==> src/design/cwts_pkg.sv <==
`timescale 1ns / 1ps
package cwts_pkg;

  localparam int HISTORY_DEPTH = 128;
  localparam int PTR_W         = $clog2(HISTORY_DEPTH);
  localparam int CNT_W         = $clog2(HISTORY_DEPTH + 1);
  localparam int FRAC_W        = 16;
  localparam int Q_W           = FRAC_W + 1;
  localparam int DVD_W         = CNT_W + FRAC_W;
  localparam int FIDX_W        = 5;
  localparam int TWIN_W        = 16;
  localparam int HWIN_W        = 8;

  localparam logic [Q_W-1:0]    ONE_Q16      = Q_W'(1) << FRAC_W;
  localparam logic [FIDX_W-1:0] LAST_FEATURE = FIDX_W'(18);

  localparam logic [1:0] FLAG_SF  = 2'd0;
  localparam logic [1:0] FLAG_REJ = 2'd1;

  localparam logic [TWIN_W-1:0] TWIN_RESET = TWIN_W'(100);
  localparam logic [HWIN_W-1:0] HWIN_RESET = HWIN_W'(100);

  typedef enum logic {
    REG_TIME_WINDOW = 1'b0,
    REG_HOST_WINDOW = 1'b1
  } cfg_reg_t;

  typedef struct packed {
    logic [31:0] start_sec;
    logic [31:0] dst_addr;
    logic [15:0] dst_port;
    logic [31:0] src_addr;
    logic [15:0] src_port;
    logic [1:0]  flag;
  } rec_t;

  typedef enum logic [3:0] {
    C_T_HOST, C_T_SRV, C_T_HOST_SE, C_T_SRV_SE, C_T_HOST_RE, C_T_SRV_RE,
    C_T_HOST_SRV, C_H_HOST, C_H_HOST_SRV, C_H_SAME_SPORT, C_H_SRV_DIFF,
    C_H_HOST_SE, C_H_SRV_SE, C_H_HOST_RE, C_H_SRV_RE
  } csel_t;

  typedef enum logic [1:0] {K_COUNT, K_RATE, K_DIFF_PREV, K_DIFF_RATE} fkind_t;

  typedef struct packed {
    fkind_t kind;
    csel_t  num;
    csel_t  den;
  } fdesc_t;

  typedef struct packed {
    logic             go;
    logic [CNT_W-1:0] num;
    logic [CNT_W-1:0] den;
  } div_req_t;

  typedef struct packed {
    logic           done;
    logic [Q_W-1:0] quot;
  } div_rsp_t;

  typedef enum logic [1:0] {S_IDLE, S_WALK, S_FEAT, S_DIV} state_t;

  // Feature table in KDD-99 order
  function automatic fdesc_t feat_desc(input logic [FIDX_W-1:0] f);
    fdesc_t d;
    case (f)
      5'd0:    d = '{K_COUNT,     C_T_HOST,       C_T_HOST};
      5'd1:    d = '{K_COUNT,     C_T_SRV,        C_T_SRV};
      5'd2:    d = '{K_RATE,      C_T_HOST_SE,    C_T_HOST};
      5'd3:    d = '{K_RATE,      C_T_SRV_SE,     C_T_SRV};
      5'd4:    d = '{K_RATE,      C_T_HOST_RE,    C_T_HOST};
      5'd5:    d = '{K_RATE,      C_T_SRV_RE,     C_T_SRV};
      5'd6:    d = '{K_RATE,      C_T_HOST_SRV,   C_T_HOST};
      5'd7:    d = '{K_DIFF_PREV, C_T_HOST,       C_T_HOST};
      5'd8:    d = '{K_DIFF_RATE, C_T_HOST_SRV,   C_T_SRV};
      5'd9:    d = '{K_COUNT,     C_H_HOST,       C_H_HOST};
      5'd10:   d = '{K_COUNT,     C_H_HOST_SRV,   C_H_HOST_SRV};
      5'd11:   d = '{K_RATE,      C_H_HOST_SRV,   C_H_HOST};
      5'd12:   d = '{K_DIFF_PREV, C_H_HOST,       C_H_HOST};
      5'd13:   d = '{K_RATE,      C_H_SAME_SPORT, C_H_HOST};
      5'd14:   d = '{K_RATE,      C_H_SRV_DIFF,   C_H_HOST_SRV};
      5'd15:   d = '{K_RATE,      C_H_HOST_SE,    C_H_HOST};
      5'd16:   d = '{K_RATE,      C_H_SRV_SE,     C_H_HOST_SRV};
      5'd17:   d = '{K_RATE,      C_H_HOST_RE,    C_H_HOST};
      5'd18:   d = '{K_RATE,      C_H_SRV_RE,     C_H_HOST_SRV};
      default: d = '{K_COUNT,     C_T_HOST,       C_T_HOST};
    endcase
    return d;
  endfunction

  function automatic logic [PTR_W-1:0] back_one(input logic [PTR_W-1:0] p);
    return (p == '0) ? PTR_W'(HISTORY_DEPTH - 1) : p - 1'b1;
  endfunction

  function automatic logic [PTR_W-1:0] fwd_one(input logic [PTR_W-1:0] p);
    return (p == PTR_W'(HISTORY_DEPTH - 1)) ? '0 : p + 1'b1;
  endfunction

endpackage

==> src/design/cwts_div.sv <==
`timescale 1ns / 1ps
module cwts_div (
  input  logic               clk,
  input  logic               rst,
  input  cwts_pkg::div_req_t req,
  output cwts_pkg::div_rsp_t rsp
);
  import cwts_pkg::*;

  localparam int STEP_W = $clog2(DVD_W);

  logic              running;
  logic              done;
  logic [STEP_W-1:0] step;
  logic [DVD_W-1:0]  dvd;
  logic [DVD_W-1:0]  quo;
  logic [CNT_W-1:0]  rem;
  logic [CNT_W-1:0]  den;
  logic [CNT_W:0]    rem_sh;
  logic              fit;

  // Restoring divide, one quotient bit per cycle
  always_comb begin
    rem_sh = {rem, dvd[DVD_W-1]};
    fit    = rem_sh >= {1'b0, den};
  end

  // Sequence control
  always_ff @(posedge clk) begin
    if (rst) begin
      running <= 1'b0;
      done    <= 1'b0;
      step    <= '0;
    end else begin
      done <= 1'b0;
      if (req.go) begin
        running <= 1'b1;
        step    <= '0;
      end else if (running) begin
        step <= step + 1'b1;
        if (step == STEP_W'(DVD_W - 1)) begin
          running <= 1'b0;
          done    <= 1'b1;
        end
      end
    end
  end

  // Load dividend with half-divisor rounding term, then shift
  always_ff @(posedge clk) begin
    if (req.go) begin
      dvd <= {req.num, {FRAC_W{1'b0}}} + DVD_W'(req.den >> 1);
      den <= req.den;
      rem <= '0;
      quo <= '0;
    end else if (running) begin
      dvd <= dvd << 1;
      rem <= fit ? CNT_W'(rem_sh - {1'b0, den}) : rem_sh[CNT_W-1:0];
      quo <= {quo[DVD_W-2:0], fit};
    end
  end

  assign rsp.done = done;
  assign rsp.quot = quo[Q_W-1:0];

  a_done_after_run: assert property (@(posedge clk) disable iff (rst)
    done |-> $past(running)) else $error("divider done without a run");
  a_quot_bound: assert property (@(posedge clk) disable iff (rst)
    done && den != '0 && $past(running, DVD_W) |-> rsp.quot <= ONE_Q16)
    else $error("rate above one");
  a_no_restart: assert property (@(posedge clk) disable iff (rst)
    running |-> !req.go) else $error("divider restarted while running");

endmodule
==> config.mk <==
export PLATFORM = sky130hd
export DESIGN_NAME = cwts_div
export DESIGN_NICKNAME = d
export VERILOG_FILES = /design/src/design/cwts_pkg.sv /design/src/design/cwts_div.sv
export SDC_FILE = /design/constraint.sdc
export NUM_CORES = 1
export LEC_CHECK = 0
export ABC_AREA = 1
export BUFFER_PORTS_ARGS = -buffer_cell sky130_fd_sc_hd__buf_2
export CAP_MARGIN = 20
export CORE_MARGIN = 1.5
export CORE_UTILIZATION = 35
export CTS_BUF_LIST = sky130_fd_sc_hd__clkbuf_4
export DETAILED_ROUTE_END_ITERATION = 8
export GPL_TIMING_DRIVEN = 0
export PLACE_DENSITY = 0.54
export SETUP_SLACK_MARGIN = 0.2
export SYNTH_ARGS = -nofsm -noshare
export SYNTH_HDL_FRONTEND = slang
export SYNTH_SLANG_ARGS = --single-unit
==> constraint.sdc <==
create_clock -name clk -period 1.9 [get_ports clk]
set_input_delay 0.095 -clock clk [delete_from_list [all_inputs] [get_ports clk]]
set_output_delay 0.095 -clock clk [all_outputs]
set_load 0.02 [all_outputs]
==> impl_results.md <==
- Unique cell type count in the Yosys netlist: 34
- Period minus WS final: 1720 ps
- Switching share of power: about a quarter
- CP endpoint kind: flip-flop
- Final Skew: roughly 14 ps
- Fin crit share: roughly nine tenths
- Comb power frac: 14.1%
- GRT Util Overall: between 15 and 20%
- Vias per cell: about 4.6
- Leading cell type in the layout, fill and taps excluded: nand2_1
- Final setup viols: 0
- Initial antenna violation count: 0
- Fin area: approximately 3800 um^2
- Root buffer cell: clkbuf_4
- Clk slew on worst S/H paths: roughly 100 ps
- Slew margin rel.: 59.3%
- Worst-case clock buffer depth: 2
- Inserted Diodes: 0
- WP data arrival: roughly 2000 ps
- Die area: 8820 um^2
- Total leakage power: 1.69 nW
- Drt wl/cell: 12.2 um
- Avg Cell Area, Syn: 8.64 um^2
- Reg power frac: between 50% and 60%
- Total of max-cap violations: 0
- Placed cell area: 3210 um^2
- Cell count after synthesis: approximately 340
- Unrepaired setup endpoints after global routing: true
- Starting DRC count in detailed routing: 71
- Synthesized area: between 2000 and 3000 um^2
- Pwr dens: 759 nW/um^2
- P_sw: around 730 uW
- Sequential share of the synthesized area: between 50% and 60%
- IO Port Bufs: 36
- WS Path Type: reg2reg
- Hold_ws: 130 ps
- Post-Syn Nets: approximately 360
- GPL Wtd Cong: around 0.81
- Worst-path fanout max: 5
- Htree depth: 3
- Pre-antenna DRT Iters: 5
- Peak supply drop: between 0.4 and 0.5 mV
- Launching element type of the critical path: flip-flop
- Most frequent cells in the layout: nand2_1, inv_1, buf_2
- Share of cells above drive strength 1: 26.1%
- Cts bufs inserted: 9
- CP required: roughly 2200 ps
- Max-slew violation count: 0
- Pin count of the biggest net entering global routing: 34
- Outcome: finished clean
- Routed vias: approximately 2,300
- Fin nets: 434
- Internal power: 2.12 mW
- Clk sink count: 64
- CP startpoint: den[4]$_DFFE_PP_
- Top Ports: 37
- Max frequency: around 580 MHz
- Worst hold-check path type: in2reg
- Starting Density: a little under two fifths
- Routed Wire Length: ~6300 um
- Worst-Skew Late Latency: about 400 ps
- Vias in the first global route: ~2,300
- Drc violations: 0
- Core Util, Final: about 48%
- CORE AREA: about 7800 um^2
- Hold Vio Cnt, Final: 0
- Row count: 32
- Yosys Warn Count: 0
- Chip height: about 94 um
- Slew at the pin closest to its max-slew limit: approximately 600 ps
- Clock group share of total power: between 30% and 40%
- Hold wc startpoint: req[16]
- DP Wirelength: roughly 4000 um
- First-pass GRT wire length: about 10,000 um
- Gr ovfl total: 0
- Antenna-violating nets left: 0
- Crit Reg-Reg Startpoint: den[4]$_DFFE_PP_
- Synth-to-layout area growth: 30.1%
- Die X: roughly 94 um
- Seq cells post-synth: 64
- CTS tree: built
[repair_timing]
| item | in CTS | in global routing |
|---|---|---|
| endpoints found under the hold margin | 23 | 0 |
| resized for setup | 16 | 27 |
| setup endpoints to repair | 41 | 9 |
| hold buffers | 17 | 0 |
| pin swaps | 2 | 9 |
| setup buffers | 2 | 3 |
| cloned | 0 | 1 |
[layout make-up]
class / count / area [um^2]
fillers: 820 / 4090
plain buffers: 11 / 60.1
repair buffers: 59 / 413
clock inverters: 5 / 47.5
inverters: 57 / 214
well taps: 102 / 128
flip-flops and latches: 64 / 1600
multi-input cells: 203 / 1220
clock buffers: 11 / 82.6
[cell usage after synthesis (all sizes together)]
cell	count	area share, %
inv	56	7.3
edfxtp	32	33
nor4	2	0.43
ha	9	3.9
nand2	97	13
a31oi	1	0.22
o21ai	6	1.0
nand3	14	2.6
nand4	4	0.86
a21o	1	0.26
dfxtp	32	22
a21oi	9	1.7
clkbuf	7	0.91
fa	1	0.69
nor3	10	2.1
and2	1	0.22
or2	2	0.43
nor2	29	4.1
a21boi	2	0.52
o22ai	15	3.2
clkinv	1	0.13
buf	4	0.91
[critical path, stage by stage, from the launching register on]
cell and delay, ps:
edfxtp_1 390, inv_2 80, ha_4 210, a21oi_2 250, nand3_4 120, nand2_4 90
nand2_4 80, clkbuf_16 170, a21boi_2 130, a21oi_1 60
[per-layer routing]
metal	global-route usage (%)	share of wire, %	vias up	wire length, um
met5	0	0	-	0
met4	6.09	0.99	0	62
met3	4.13	2.7	6	166
met2	24.6	47	26	2940
met1	19.0	49	1088	3080
li1	-	-	1224	-
[flip-flops by register name, indices dropped and copies added (netlist names)]
| register | cells |
|---|---|
| running | 1 |
| quo | 17 |
| rem | 8 |
| dvd | 24 |
| den | 8 |
| step | 5 |
| done | 1 |
[final timing paths]
check,to,slack (ps),cells after the start
max,rem[4]$_SDFFE_PP0P_,180,9
min,den[0]$_DFFE_PP_,130,1
max reg2reg,rem[4]$_SDFFE_PP0P_,180,9
min reg2reg,quo[16]$_SDFFE_PP0P_,470,2
[logic make-up (layout without fill, tap and decap cells)]
| group | count (synthesis) | in the layout | synth area share, % |
|---|---|---|---|
| fa+ha+maj | 10 | 10 | 4.58 |
| flops | 64 | 64 | 55.4 |
| buf+inv | 68 | 143 | 9.21 |
| simple gates | 159 | 159 | 23.9 |
| compound gates | 34 | 34 | 6.96 |
[metrics by stage]
stage,setup TNS [ps],power (mW),setup slack (ps),instances
floorplan,0,1.79,268,335
global placement,-1820,1.88,-63.4,473
detailed placement,-2500,1.89,-80.4,473
CTS,0,2.83,186,508
global route,0,3.00,83.1,512
finish,0,2.85,183,512
[power by group through the flow]
stage,clock network [mW],logic (mW),registers (mW)
floorplan,0,0.206,1.59
global placement,0,0.294,1.59
detailed placement,0,0.298,1.59
CTS,0.915,0.358,1.56
global route,0.974,0.450,1.57
finish,0.890,0.401,1.56
(Power assumes the default switching activity.)
